$ cat src/rtl/lfu_ct_pkg.sv
`timescale 1ns / 1ps
`default_nettype none

package lfu_ct_pkg;

   // Field widths fixed by the interface
   localparam int CAP_WIDTH   = 5;
   localparam int KEY_WIDTH   = 32;
   localparam int VALUE_WIDTH = 32;

   localparam logic [CAP_WIDTH-1:0] CAP_RESET = 5'd16;

   // Operation codes
   localparam logic FUNC_GET = 1'b0;
   localparam logic FUNC_PUT = 1'b1;

   typedef enum logic [2:0] {
      ST_IDLE,
      ST_SCAN,
      ST_SCAN_END,
      ST_PLAN,
      ST_UPDATE,
      ST_UPD_END,
      ST_RESULT
   } state_type;

   // Control from the sequencer to the entry store
   typedef struct packed {
      logic rd_en;
      logic wr_en;
      logic clear_all;
   } store_ctl_type;

endpackage

`default_nettype wire

$ cat src/rtl/lfu_ct_store.sv
`timescale 1ns / 1ps
`default_nettype none

module lfu_ct_store #(
   parameter int CAPACITY    = 16,
   parameter int COUNT_WIDTH = 16
) (
   input  wire logic                                  clock,
   input  wire logic                                  reset,
   input  wire lfu_ct_pkg::store_ctl_type             ctl,
   input  wire logic [((CAPACITY > 1) ? $clog2(CAPACITY) : 1)-1:0] rd_addr,
   input  wire logic [((CAPACITY > 1) ? $clog2(CAPACITY) : 1)-1:0] wr_addr,
   input  wire logic [lfu_ct_pkg::KEY_WIDTH-1:0]      wr_key,
   input  wire logic [lfu_ct_pkg::VALUE_WIDTH-1:0]    wr_value,
   input  wire logic [COUNT_WIDTH-1:0]                wr_count,
   input  wire logic [((CAPACITY > 1) ? $clog2(CAPACITY) : 1)-1:0] wr_rank,
   output logic                                       rd_valid,
   output logic [lfu_ct_pkg::KEY_WIDTH-1:0]           rd_key,
   output logic [lfu_ct_pkg::VALUE_WIDTH-1:0]         rd_value,
   output logic [COUNT_WIDTH-1:0]                     rd_count,
   output logic [((CAPACITY > 1) ? $clog2(CAPACITY) : 1)-1:0] rd_rank
);

   localparam int AW = (CAPACITY > 1) ? $clog2(CAPACITY) : 1;
   localparam int KW = lfu_ct_pkg::KEY_WIDTH;
   localparam int VW = lfu_ct_pkg::VALUE_WIDTH;
   localparam int EW = KW + VW + COUNT_WIDTH + AW;

   logic [EW-1:0] mem [CAPACITY];
   logic [EW-1:0] rd_word_ff;
   logic          valid_ff [CAPACITY];
   logic          rd_valid_ff;

   // Entry words: written and read in the same clocked block, read registered
   always_ff @(posedge clock) begin
      if (ctl.wr_en) begin
         mem[wr_addr] <= {wr_key, wr_value, wr_count, wr_rank};
      end
      if (ctl.rd_en) begin
         rd_word_ff <= mem[rd_addr];
      end
   end

   // Valid bits: cleared at once by reset or a capacity write
   always_ff @(posedge clock) begin
      if (reset || ctl.clear_all) begin
         for (int i = 0; i < CAPACITY; i++) begin
            valid_ff[i] <= 1'b0;
         end
      end else if (ctl.wr_en) begin
         valid_ff[wr_addr] <= 1'b1;
      end
   end

   always_ff @(posedge clock) begin
      if (ctl.rd_en) begin
         rd_valid_ff <= valid_ff[rd_addr];
      end
   end

   assign rd_valid = rd_valid_ff;
   assign rd_key   = rd_word_ff[EW-1 -: KW];
   assign rd_value = rd_word_ff[EW-KW-1 -: VW];
   assign rd_count = rd_word_ff[AW +: COUNT_WIDTH];
   assign rd_rank  = rd_word_ff[AW-1:0];

endmodule

`default_nettype wire

$ cat src/rtl/lfu_ct_ctrl.sv
`timescale 1ns / 1ps
`default_nettype none

module lfu_ct_ctrl #(
   parameter int CAPACITY    = 16,
   parameter int COUNT_WIDTH = 16
) (
   input  wire logic                                  clock,
   input  wire logic                                  reset,
   input  wire logic                                  req_valid,
   output logic                                       req_stall,
   input  wire logic                                  req_func,
   input  wire logic signed [lfu_ct_pkg::KEY_WIDTH-1:0]   req_key,
   input  wire logic signed [lfu_ct_pkg::VALUE_WIDTH-1:0] req_value,
   input  wire logic                                  csr_wr_en,
   input  wire logic [lfu_ct_pkg::CAP_WIDTH-1:0]      csr_wr_data,
   output lfu_ct_pkg::store_ctl_type                  store_ctl,
   output logic [((CAPACITY > 1) ? $clog2(CAPACITY) : 1)-1:0] rd_addr,
   output logic [((CAPACITY > 1) ? $clog2(CAPACITY) : 1)-1:0] wr_addr,
   output logic [lfu_ct_pkg::KEY_WIDTH-1:0]           wr_key,
   output logic [lfu_ct_pkg::VALUE_WIDTH-1:0]         wr_value,
   output logic [COUNT_WIDTH-1:0]                     wr_count,
   output logic [((CAPACITY > 1) ? $clog2(CAPACITY) : 1)-1:0] wr_rank,
   input  wire logic                                  rd_valid,
   input  wire logic [lfu_ct_pkg::KEY_WIDTH-1:0]      rd_key,
   input  wire logic [lfu_ct_pkg::VALUE_WIDTH-1:0]    rd_value,
   input  wire logic [COUNT_WIDTH-1:0]                rd_count,
   input  wire logic [((CAPACITY > 1) ? $clog2(CAPACITY) : 1)-1:0] rd_rank,
   input  wire logic                                  res_ready,
   output logic                                       res_load,
   output logic                                       res_hit,
   output logic signed [lfu_ct_pkg::VALUE_WIDTH-1:0]  res_read_value
);

   localparam int AW   = (CAPACITY > 1) ? $clog2(CAPACITY) : 1;
   localparam int HW   = $clog2(CAPACITY + 1);
   localparam int CMPW = (HW > lfu_ct_pkg::CAP_WIDTH) ? HW : lfu_ct_pkg::CAP_WIDTH;
   localparam int KW   = lfu_ct_pkg::KEY_WIDTH;
   localparam int VW   = lfu_ct_pkg::VALUE_WIDTH;
   localparam logic [AW-1:0]   LAST_IDX = AW'(CAPACITY - 1);
   localparam logic [CMPW-1:0] CAP_LIM  = CMPW'(CAPACITY);

   lfu_ct_pkg::state_type state_ff, state_in;

   logic [AW-1:0]                    idx_ff;
   logic                             rd_pend_ff;
   logic [AW-1:0]                    rd_idx_ff;
   logic                             func_ff;
   logic [KW-1:0]                    key_ff;
   logic [VW-1:0]                    value_ff;
   logic [lfu_ct_pkg::CAP_WIDTH-1:0] cap_ff;
   logic [HW-1:0]                    held_ff;

   // Scan trackers
   logic                   hit_ff;
   logic [AW-1:0]          hit_idx_ff;
   logic [VW-1:0]          hit_value_ff;
   logic [COUNT_WIDTH-1:0] hit_count_ff;
   logic [AW-1:0]          hit_rank_ff;
   logic                   free_ff;
   logic [AW-1:0]          free_idx_ff;
   logic                   vic_ff;
   logic [AW-1:0]          vic_idx_ff;
   logic [COUNT_WIDTH-1:0] vic_count_ff;
   logic [AW-1:0]          vic_rank_ff;

   // Update plan
   logic [AW-1:0]          slot_ff;
   logic [AW-1:0]          gap_ff;
   logic                   gap_all_ff;
   logic [VW-1:0]          new_value_ff;
   logic [COUNT_WIDTH-1:0] new_count_ff;
   logic                   res_hit_ff;
   logic [VW-1:0]          res_value_ff;

   logic                   accept;
   logic                   idx_last;
   logic                   in_scan;
   logic                   in_upd;
   logic                   is_slot;
   logic                   bump;
   logic                   is_get;
   logic                   cap_nz;
   logic [CMPW-1:0]        cap_ext;
   logic [CMPW-1:0]        cap_eff;
   logic                   full;
   logic                   op_touch;
   logic                   op_insert;
   logic [COUNT_WIDTH-1:0] count_sat;

   assign accept   = req_valid && (state_ff == lfu_ct_pkg::ST_IDLE);
   assign idx_last = (idx_ff == LAST_IDX);

   // Decision terms, valid in the plan state
   assign is_get    = (func_ff == lfu_ct_pkg::FUNC_GET);
   assign cap_nz    = (cap_ff != '0);
   assign cap_ext   = CMPW'(cap_ff);
   assign cap_eff   = (cap_ext > CAP_LIM) ? CAP_LIM : cap_ext;
   assign full      = (CMPW'(held_ff) >= cap_eff);
   assign op_touch  = hit_ff && (is_get || cap_nz);
   assign op_insert = !is_get && cap_nz && !hit_ff;
   assign count_sat = (hit_count_ff == '1) ? hit_count_ff
                                           : COUNT_WIDTH'(hit_count_ff + 1'b1);

   // Returned entry handling in each pass
   assign in_scan = rd_pend_ff && ((state_ff == lfu_ct_pkg::ST_SCAN) ||
                                   (state_ff == lfu_ct_pkg::ST_SCAN_END));
   assign in_upd  = rd_pend_ff && ((state_ff == lfu_ct_pkg::ST_UPDATE) ||
                                   (state_ff == lfu_ct_pkg::ST_UPD_END));
   assign is_slot = (rd_idx_ff == slot_ff);
   assign bump    = rd_valid && (gap_all_ff || (rd_rank < gap_ff));

   always_comb begin
      state_in = state_ff;
      case (state_ff)
         lfu_ct_pkg::ST_IDLE: begin
            if (req_valid) state_in = lfu_ct_pkg::ST_SCAN;
         end
         lfu_ct_pkg::ST_SCAN: begin
            if (idx_last) state_in = lfu_ct_pkg::ST_SCAN_END;
         end
         lfu_ct_pkg::ST_SCAN_END: begin
            state_in = lfu_ct_pkg::ST_PLAN;
         end
         lfu_ct_pkg::ST_PLAN: begin
            state_in = (op_touch || op_insert) ? lfu_ct_pkg::ST_UPDATE
                                               : lfu_ct_pkg::ST_RESULT;
         end
         lfu_ct_pkg::ST_UPDATE: begin
            if (idx_last) state_in = lfu_ct_pkg::ST_UPD_END;
         end
         lfu_ct_pkg::ST_UPD_END: begin
            state_in = lfu_ct_pkg::ST_RESULT;
         end
         lfu_ct_pkg::ST_RESULT: begin
            if (res_ready) state_in = lfu_ct_pkg::ST_IDLE;
         end
         default: begin
            state_in = lfu_ct_pkg::ST_IDLE;
         end
      endcase
   end

   always_comb begin
      req_stall           = (state_ff != lfu_ct_pkg::ST_IDLE);
      res_load            = (state_ff == lfu_ct_pkg::ST_RESULT) && res_ready;
      store_ctl.rd_en     = (state_ff == lfu_ct_pkg::ST_SCAN) ||
                            (state_ff == lfu_ct_pkg::ST_UPDATE);
      store_ctl.wr_en     = in_upd && (is_slot || bump);
      store_ctl.clear_all = csr_wr_en;
      rd_addr             = idx_ff;
      wr_addr             = rd_idx_ff;
      wr_key              = is_slot ? key_ff : rd_key;
      wr_value            = is_slot ? new_value_ff : rd_value;
      wr_count            = is_slot ? new_count_ff : rd_count;
      wr_rank             = is_slot ? '0 : AW'(rd_rank + 1'b1);
   end

   assign res_hit        = res_hit_ff;
   assign res_read_value = res_value_ff;

   // Control state
   always_ff @(posedge clock) begin
      if (reset) begin
         state_ff   <= lfu_ct_pkg::ST_IDLE;
         rd_pend_ff <= 1'b0;
         cap_ff     <= lfu_ct_pkg::CAP_RESET;
         held_ff    <= '0;
      end else begin
         state_ff   <= state_in;
         rd_pend_ff <= store_ctl.rd_en;
         if (csr_wr_en) begin
            cap_ff  <= csr_wr_data;
            held_ff <= '0;
         end else if ((state_ff == lfu_ct_pkg::ST_PLAN) && op_insert && !full) begin
            held_ff <= HW'(held_ff + 1'b1);
         end
      end
   end

   // Sweep index and transaction capture
   always_ff @(posedge clock) begin
      rd_idx_ff <= idx_ff;
      if (accept) begin
         idx_ff   <= '0;
         func_ff  <= req_func;
         key_ff   <= req_key;
         value_ff <= req_value;
      end else if (store_ctl.rd_en) begin
         idx_ff <= idx_last ? '0 : AW'(idx_ff + 1'b1);
      end
   end

   // Key search, first free entry and eviction candidate over the first pass
   always_ff @(posedge clock) begin
      if (accept) begin
         hit_ff  <= 1'b0;
         free_ff <= 1'b0;
         vic_ff  <= 1'b0;
      end else if (in_scan) begin
         if (rd_valid && (rd_key == key_ff) && !hit_ff) begin
            hit_ff       <= 1'b1;
            hit_idx_ff   <= rd_idx_ff;
            hit_value_ff <= rd_value;
            hit_count_ff <= rd_count;
            hit_rank_ff  <= rd_rank;
         end
         if (!rd_valid && !free_ff) begin
            free_ff     <= 1'b1;
            free_idx_ff <= rd_idx_ff;
         end
         if (rd_valid && (!vic_ff || (rd_count < vic_count_ff) ||
                          ((rd_count == vic_count_ff) && (rd_rank > vic_rank_ff)))) begin
            vic_ff       <= 1'b1;
            vic_idx_ff   <= rd_idx_ff;
            vic_count_ff <= rd_count;
            vic_rank_ff  <= rd_rank;
         end
      end
   end

   // Plan the second pass and the result
   always_ff @(posedge clock) begin
      if (state_ff == lfu_ct_pkg::ST_PLAN) begin
         slot_ff      <= op_touch ? hit_idx_ff : (full ? vic_idx_ff : free_idx_ff);
         gap_ff       <= op_touch ? hit_rank_ff : vic_rank_ff;
         gap_all_ff   <= !op_touch && !full;
         new_value_ff <= is_get ? hit_value_ff : value_ff;
         new_count_ff <= op_touch ? count_sat : COUNT_WIDTH'(1);
         res_hit_ff   <= op_touch;
         res_value_ff <= (is_get && hit_ff) ? hit_value_ff : '0;
      end
   end

endmodule

`default_nettype wire

$ cat src/rtl/lfu_cache_table_unit.sv
`timescale 1ns / 1ps
`default_nettype none

// Channel  Dir  Handshake              Payload
// req      in   req_valid / req_stall  req_func, req_key, req_value
// rsp      out  rsp_valid / rsp_stall  rsp_hit, rsp_read_value
// csr      in   csr_wr_en              csr_wr_data (cache capacity)
//
// A transaction that bumps or inserts an entry sweeps the entries twice between
// accepts; a get miss or an ignored put sweeps them once.
// One sweep reads every entry for the key and eviction candidate, a second rewrites ranks.
// Synchronous reset clears the valid bits and fill count and loads capacity 16;
// a capacity write empties the cache. A stalled result waits in the output
// register while the next transaction runs; the sequencer holds only if it is full.

module lfu_cache_table_unit #(
   parameter int CAPACITY    = 16,
   parameter int COUNT_WIDTH = 16
) (
   input  wire logic                                      clock,
   input  wire logic                                      reset,
   input  wire logic                                      req_valid,
   output logic                                           req_stall,
   input  wire logic                                      req_func,
   input  wire logic signed [lfu_ct_pkg::KEY_WIDTH-1:0]   req_key,
   input  wire logic signed [lfu_ct_pkg::VALUE_WIDTH-1:0] req_value,
   output logic                                           rsp_valid,
   input  wire logic                                      rsp_stall,
   output logic                                           rsp_hit,
   output logic signed [lfu_ct_pkg::VALUE_WIDTH-1:0]      rsp_read_value,
   input  wire logic                                      csr_wr_en,
   input  wire logic [lfu_ct_pkg::CAP_WIDTH-1:0]          csr_wr_data
);

   localparam int AW = (CAPACITY > 1) ? $clog2(CAPACITY) : 1;
   localparam int KW = lfu_ct_pkg::KEY_WIDTH;
   localparam int VW = lfu_ct_pkg::VALUE_WIDTH;

   lfu_ct_pkg::store_ctl_type store_ctl;

   logic [AW-1:0]          rd_addr;
   logic [AW-1:0]          wr_addr;
   logic [KW-1:0]          wr_key;
   logic [VW-1:0]          wr_value;
   logic [COUNT_WIDTH-1:0] wr_count;
   logic [AW-1:0]          wr_rank;
   logic                   rd_valid;
   logic [KW-1:0]          rd_key;
   logic [VW-1:0]          rd_value;
   logic [COUNT_WIDTH-1:0] rd_count;
   logic [AW-1:0]          rd_rank;

   logic                   res_ready;
   logic                   res_load;
   logic                   res_hit;
   logic signed [VW-1:0]   res_read_value;

   logic                   rsp_valid_ff;
   logic                   rsp_hit_ff;
   logic signed [VW-1:0]   rsp_read_value_ff;

   lfu_ct_ctrl #(
      .CAPACITY    (CAPACITY),
      .COUNT_WIDTH (COUNT_WIDTH)
   ) u_ctrl (
      .clock          (clock),
      .reset          (reset),
      .req_valid      (req_valid),
      .req_stall      (req_stall),
      .req_func       (req_func),
      .req_key        (req_key),
      .req_value      (req_value),
      .csr_wr_en      (csr_wr_en),
      .csr_wr_data    (csr_wr_data),
      .store_ctl      (store_ctl),
      .rd_addr        (rd_addr),
      .wr_addr        (wr_addr),
      .wr_key         (wr_key),
      .wr_value       (wr_value),
      .wr_count       (wr_count),
      .wr_rank        (wr_rank),
      .rd_valid       (rd_valid),
      .rd_key         (rd_key),
      .rd_value       (rd_value),
      .rd_count       (rd_count),
      .rd_rank        (rd_rank),
      .res_ready      (res_ready),
      .res_load       (res_load),
      .res_hit        (res_hit),
      .res_read_value (res_read_value)
   );

   lfu_ct_store #(
      .CAPACITY    (CAPACITY),
      .COUNT_WIDTH (COUNT_WIDTH)
   ) u_store (
      .clock    (clock),
      .reset    (reset),
      .ctl      (store_ctl),
      .rd_addr  (rd_addr),
      .wr_addr  (wr_addr),
      .wr_key   (wr_key),
      .wr_value (wr_value),
      .wr_count (wr_count),
      .wr_rank  (wr_rank),
      .rd_valid (rd_valid),
      .rd_key   (rd_key),
      .rd_value (rd_value),
      .rd_count (rd_count),
      .rd_rank  (rd_rank)
   );

   // Result register: load when empty or when the held transaction drains now
   assign res_ready = !rsp_valid_ff || !rsp_stall;

   always_ff @(posedge clock) begin
      if (reset) begin
         rsp_valid_ff <= 1'b0;
      end else if (res_load) begin
         rsp_valid_ff <= 1'b1;
      end else if (!rsp_stall) begin
         rsp_valid_ff <= 1'b0;
      end
   end

   // Hold payload while stalled
   always_ff @(posedge clock) begin
      if (res_load) begin
         rsp_hit_ff        <= res_hit;
         rsp_read_value_ff <= res_read_value;
      end
   end

   assign rsp_valid      = rsp_valid_ff;
   assign rsp_hit        = rsp_hit_ff;
   assign rsp_read_value = rsp_read_value_ff;

endmodule

`default_nettype wire

$ cat config.mk
export PLATFORM = sky130hd
export DESIGN_NAME = lfu_cache_table_unit
export DESIGN_NICKNAME = d
export VERILOG_FILES = /design/src/rtl/lfu_ct_pkg.sv /design/src/rtl/lfu_ct_store.sv /design/src/rtl/lfu_ct_ctrl.sv /design/src/rtl/lfu_cache_table_unit.sv
export SDC_FILE = /design/constraint.sdc
export NUM_CORES = 2
export LEC_CHECK = 0
export ABC_CLOCK_PERIOD_IN_PS = 8200
export BUFFER_PORTS_ARGS = -buffer_cell sky130_fd_sc_hd__buf_2
export CAP_MARGIN = 10
export CORE_MARGIN = 10
export CORE_UTILIZATION = 62
export CTS_CLUSTER_SIZE = 14
export DETAILED_ROUTE_END_ITERATION = 10
export GPL_ROUTABILITY_DRIVEN = 0
export GPL_TIMING_DRIVEN = 0
export HOLD_SLACK_MARGIN = 0.06
export PLACE_DENSITY = 0.75
export SYNTH_ARGS = -nofsm -noshare
export SYNTH_HDL_FRONTEND = slang
export SYNTH_SLANG_ARGS = --single-unit
$ cat constraint.sdc
create_clock -name clock -period 8.2 [get_ports clock]
set_clock_uncertainty 0.1 [all_clocks]
set_input_delay 2.46 -clock clock [delete_from_list [all_inputs] [get_ports clock]]
set_output_delay 2.46 -clock clock [all_outputs]
set_load 0.01 [all_outputs]
---- After elaboration in Yosys (flattened, before gate mapping) ----
Memories as Yosys holds them, arrays and structs flattened. A register that Yosys moved wholly into a read port is not among the register bits.
Cells that the tools add are included.
word-level totals
  RAM bits ................................ 1360
  input port bits ......................... 75
  memories kept ........................... 2
  bits in registers ....................... 298
  output and inout port bits .............. 35
memories
  memory            words  width  rd ports  clocked after memory_dff  wr ports  RTL line            RTL
  u_store.mem       16     84     1         1                         1         lfu_ct_store.sv:29  logic [EW-1:0] mem [CAPACITY];
  u_store.valid_ff  16     1      1         1                         16        lfu_ct_store.sv:31  logic valid_ff [CAPACITY];
cells by class
  $add $sub $neg .......................... 4
  bitwise gates (word level) .............. 2
  multiplexer cells ....................... 28
  eq/ne operators ......................... 16
  reductions and logical operators ........ 49
  order comparisons ....................... 5
operators by type and width
  kind                   count
  $mux 32                3
  $eq 32x32->1           1
  $mux 16                2
  $mux 4                 6
  $pmux 3 s7             1
  $logic_and 1x1->1      18
  $add 16x1->16 const B  1
  $eq 16x16->1           1
  $eq 16x16->1 const B   1
  $lt 16x16->1           1
  $mux 3                 4
  $logic_or 1x1->1       11
  $mux 1                 10
  $eq 3x3->1 const B     3
  $reduce_and 3->1       3
  $add 4x1->4 const B    2
  $logic_not 1->1        8
  $ne 2x1->1 const B     4
  $eq 3x2->1 const B     2
  $reduce_and 2->1       3
  $add 5x1->5 const B    1
  $ge 5x5->1             1
  $gt 5x5->1 const B     1
  $mux 5                 1
  14 further kinds       15

---- Depth between registers and ports, before layout ----
  depth in word-level cells ............... 10
  gate-level depth with buffers ........... 9
  depth with buffers taken out ............ 8

---- Cells and area by module ----
From an unflattened synthesis, not the netlist that was laid out.
unflattened totals
  cells, all modules ...................... 3019
  area, all modules ....................... 65891.9 um2
by module, submodules not included
  module                cells each  area each (um2)  sequential area each (um2)  times used
  lfu_ct_store          2198        53323.6          43231.5                     1
  lfu_ct_ctrl           784         11544.8          7677.4                      1
  lfu_cache_table_unit  37          1023.5           1011.0                      1

---- Worst setup path before layout ----
Ideal clock, no wire load.
  path type ............................... register to register
  start ................................... register u_ctrl.rd_idx_ff[1] (netlist: u_ctrl.wr_addr[1])
  end ..................................... memory u_store.mem[15][0] (netlist bit) (enable)
  period minus slack after synthesis ...... 6.164 ns
  data arrival time ....................... 5.508 ns
  path slack .............................. 2.036 ns
  cell stages (with the launch flop) ...... 7
  library setup time ...................... 0.556 ns
  cells stage by stage .................... dfxtp_1 -> buf_2 -> xor2_1 -> nor4_2 -> a21oi_1 -> clkbuf_1 -> a21oi_1
between the ends
  longest elaborated chain between the ends .. 5
RTL lines
  item                          RTL line            RTL
  start, declared               lfu_ct_ctrl.sv:47   logic [AW-1:0] rd_idx_ff;
  start signal, assigned        lfu_ct_ctrl.sv:183  rd_idx_ff <= idx_ff;
  $eq 4x4->1                    lfu_ct_ctrl.sv:110  assign is_slot = (rd_idx_ff == slot_ff);
  $logic_or 1x1->1              lfu_ct_ctrl.sv:149  store_ctl.wr_en = in_upd && (is_slot || bump);
  $logic_and 1x1->1             lfu_ct_ctrl.sv:149
  $mux 1                        lfu_ct_store.sv:36  if (ctl.wr_en) begin
  $mux 1 (implied by the code)  lfu_ct_store.sv:37  mem[wr_addr] <= {wr_key, wr_value, wr_count, wr_rank};
  end, declared                 lfu_ct_store.sv:29
Several ways; a longest one is shown, not always the timed one.

---- Final worst setup path ----
  start ................................... register u_ctrl.state_ff[1]
  end ..................................... output port req_stall
between the ends
  longest elaborated chain between the ends .. 1
RTL lines
  item                    RTL line                    RTL
  start, declared         lfu_ct_ctrl.sv:43           lfu_ct_pkg::state_type state_ff, state_in;
  start signal, assigned  lfu_ct_ctrl.sv:165          state_ff <= lfu_ct_pkg::ST_IDLE;
  start signal, assigned  lfu_ct_ctrl.sv:170          state_ff <= state_in;
  $reduce_bool 3->1       lfu_ct_ctrl.sv:145          req_stall = (state_ff != lfu_ct_pkg::ST_IDLE);
  end, declared           lfu_cache_table_unit.sv:23  output logic req_stall,
Every way passes these cells.

==> qor.csv <==
metric,value,unit
synth.avg_cell_area,21.3,µm²
fillers,5935,
syn_area,0.0668,mm²
tightest_slew,1380,ps
die_area,0.121,mm²
hold_violations,0,
core,0.107,mm²
cts_setup_buffers,0,
synth_compound_area_share,2.56,%
leakagePower,24.1,nW
total_power,18.9,mW
ys_ff_latch,1743,
finish.instance_area,0.0765,mm²
avgRoutedWirePerCell,30.9,µm
slew_violations,0,
ios,110,
drv_cap,0,
dpl_cell_area,0.0712,mm²
port_buffers,108,
grt_overflow,0,
finalNetCount,3606,
pwr-share-seq,53.2,%
setup_tns,0,ps
drtIter0Drc,4333,
cts_buffers,168,
synth_top_family_by_area,multiplexers,
synth_cell_types,54,
powerDensity,247,mW/mm²
antenna_found_initial,6,
arrival,2150,ps
multi_input_area,0.0143,mm²
cts.repair.resized,0,
cp_data_required_time,5640,ps
diodes,0,
viasPerCell,6.64,
synthSimpleGateAreaFrac,2.54,%
detail-route-antenna-nets,0,
synth_ff_type,edfxtp_1,
synth-edff-count,1701,
setup_viol,0,
synthMuxAreaShare,14.7,%
synth_nets,3242,
fmax,212,MHz
reg2reg_depth,11,
h-tree-depth,4,
seqCellArea,0.0519,mm²
power.internal,14.7,mW
seq_area_frac_synth,77.7,%
grt_max_degree,64,
status,"finished, final reports clean",
die_width,348,µm
track_usage,25.8,%
hold_ws,246,ps
cts-root-buf,clkbuf_16,
ir_drop,0.000219,V
p_switching,4.15,mW
drc,0,
grt_pass1_wl,229000,µm
grt_pass1_vias,34600,
drive_above_1_share,26.7,%
synth_fa_ha_area_share,0.599,%
min-delay-path-class,reg2reg,
dpl_worst_slack,3510,ps
insertion_delay,770,ps
min_period,4710,ps
num_vias,33400,
swShare,22.0,%
area_growth,14.4,%
wl,156000,µm
hold_buffers,0,
cts_max_path_buffers,3,
hold_depth,0,
final.period_utilization,57.5,%
async_flop_share,0,%
yosys_warnings,0,
row_count,120,
synth-xor-area-share,0.642,%
worstPathMaxFanout,10,
rsz0062_at_grt,no,
crit_path_start_kind,flop,
firstDrtPassIters,5,
comb_power_share,7.7,%
clockPowerShare,39.1,%
critical_path_class,reg2out,
clkTransAtPathRegs,60,ps
end_kind,output port,
max_slew_margin,7.75,%
synthCells,3135,
dpl.hpwl,97300,µm
layout_setup_ws,3490,ps
cts_tree,built,
die_y,348,µm
initial_utilization,62.4,%
clock_sink_count,1743,
[power by group through the flow]
stage	clock network, mW	logic, mW	registers, mW
final	7.38	1.45	10.1
after global routing	7.80	1.56	10.1
after CTS	7.45	1.45	10.1
after detailed placement	0	1.44	10.3
after global placement	0	1.35	10.3
after floorplan	0	0.985	10.2
[layout make-up]
cell class / instances / area share, %
plain buffers: 162 / 0.906
clock buffers: 206 / 5.90
clock inverters: 95 / 0.941
inverters: 35 / 0.178
multi-input cells: 1195 / 18.7
flip-flops and latches: 1743 / 67.9
well taps: 1403 / 2.30
repair buffers: 194 / 3.19
[per-stage QoR]
stage,util [%],std cells
CTS,71.4,5031
finish,71.4,5033
global placement,64.6,4646
detailed placement,66.5,4730
floorplan,-,3135
global route,71.4,5033
[sequential cells by signal (all words and copies together) (netlist names), 5 cells and up]
name,flops
u_ctrl.res_read_value,32
u_ctrl.new_count_ff,16
u_ctrl.new_value_ff,32
u_ctrl.value_ff,32
u_ctrl.hit_value_ff,32
u_ctrl.vic_count_ff,16
u_ctrl.key_ff,32
u_ctrl.hit_count_ff,16
u_store.rd_word_ff,84
u_ctrl.held_ff,5
u_ctrl.cap_ext,5
u_store.mem,1344
u_store.valid_ff,16
rsp_read_value,32
[cell usage after synthesis, types with 31 or more instances]
master,instances,area share [%]
a21oi_1,130,0.97
clkbuf_1,83,0.47
nor2_1,38,0.21
nor2b_1,93,0.87
a211oi_1,88,0.99
buf_2,64,0.48
dfxtp_1,42,1.3
mux4_2,340,11
mux2i_1,94,1.4
xnor2_1,40,0.52
ha_1,32,0.60
mux2_2,105,1.8
nand2_1,37,0.21
edfxtp_1,1701,76
and3b_1,31,0.41
inv_1,35,0.20
[cells in the final DEF (no fill, tap or decap), drive strengths merged, types with 2 or more instances in the layout]
| cell | instances |
|---|---|
| a21o | 3 |
| xor2 | 9 |
| edfxtp | 1701 |
| clkinvlp | 5 |
| mux2 | 111 |
| a211oi | 88 |
| nand2 | 37 |
| mux4 | 340 |
| buf | 272 |
| nand3b | 2 |
| clkinv | 78 |
| nand3 | 27 |
| and3b | 31 |
| o21a | 17 |
| nand2b | 2 |
| a31oi | 6 |
| dfxtp | 42 |
| ha | 32 |
| a21oi | 130 |
| or4 | 4 |
| nor3 | 10 |
| nand4 | 23 |
| o21ai | 24 |
| o31ai | 3 |
| nor2 | 38 |
| bufinv | 8 |
| nor4 | 5 |
| and4 | 2 |
| and3 | 5 |
| or3 | 3 |
| nor2b | 93 |
| inv | 39 |
| or3b | 2 |
| mux2i | 94 |
| clkbuf | 290 |
| xnor2 | 40 |
| o32a | 2 |
[routing by layer]
metal | vias to the layer above | track usage (%) | wire [µm]
met4 | 4 | 9.26 | 5270
li1 | 13700 | - | -
met5 | - | 0 | 27
met2 | 2046 | 42.0 | 77100
met3 | 336 | 4.92 | 15100
met1 | 17300 | 35.1 | 58200
[worst max-delay path, stage by stage (launching register included)]
cell and delay [ps]:
dfxtp_1 490, clkbuf_1 510, nor3_1 150, inv_1 90, buf_2 140
[kinds of logic (layout without fill, tap and decap cells)]
family	Yosys count	after routing
xor+xnor	49	49
mux	545	545
compound gates	279	279
simple gates	290	290
flops	1743	1743
fa+ha+maj	32	32
buf+inv	197	692
[path summary, 6_finish.rpt]
| path | start | endpoint | slack (ps) |
|---|---|---|---|
| max | u_ctrl.state_ff[1] | req_stall | 3490 |
| min | u_ctrl.rd_addr[2] | u_ctrl.wr_addr[2] | 250 |
| max reg2reg | u_ctrl.wr_addr[1] | u_store.mem[12][50] | 3650 |
| min reg2reg | u_ctrl.rd_addr[2] | u_ctrl.wr_addr[2] | 250 |
Power figures use the tool's default switching activity.
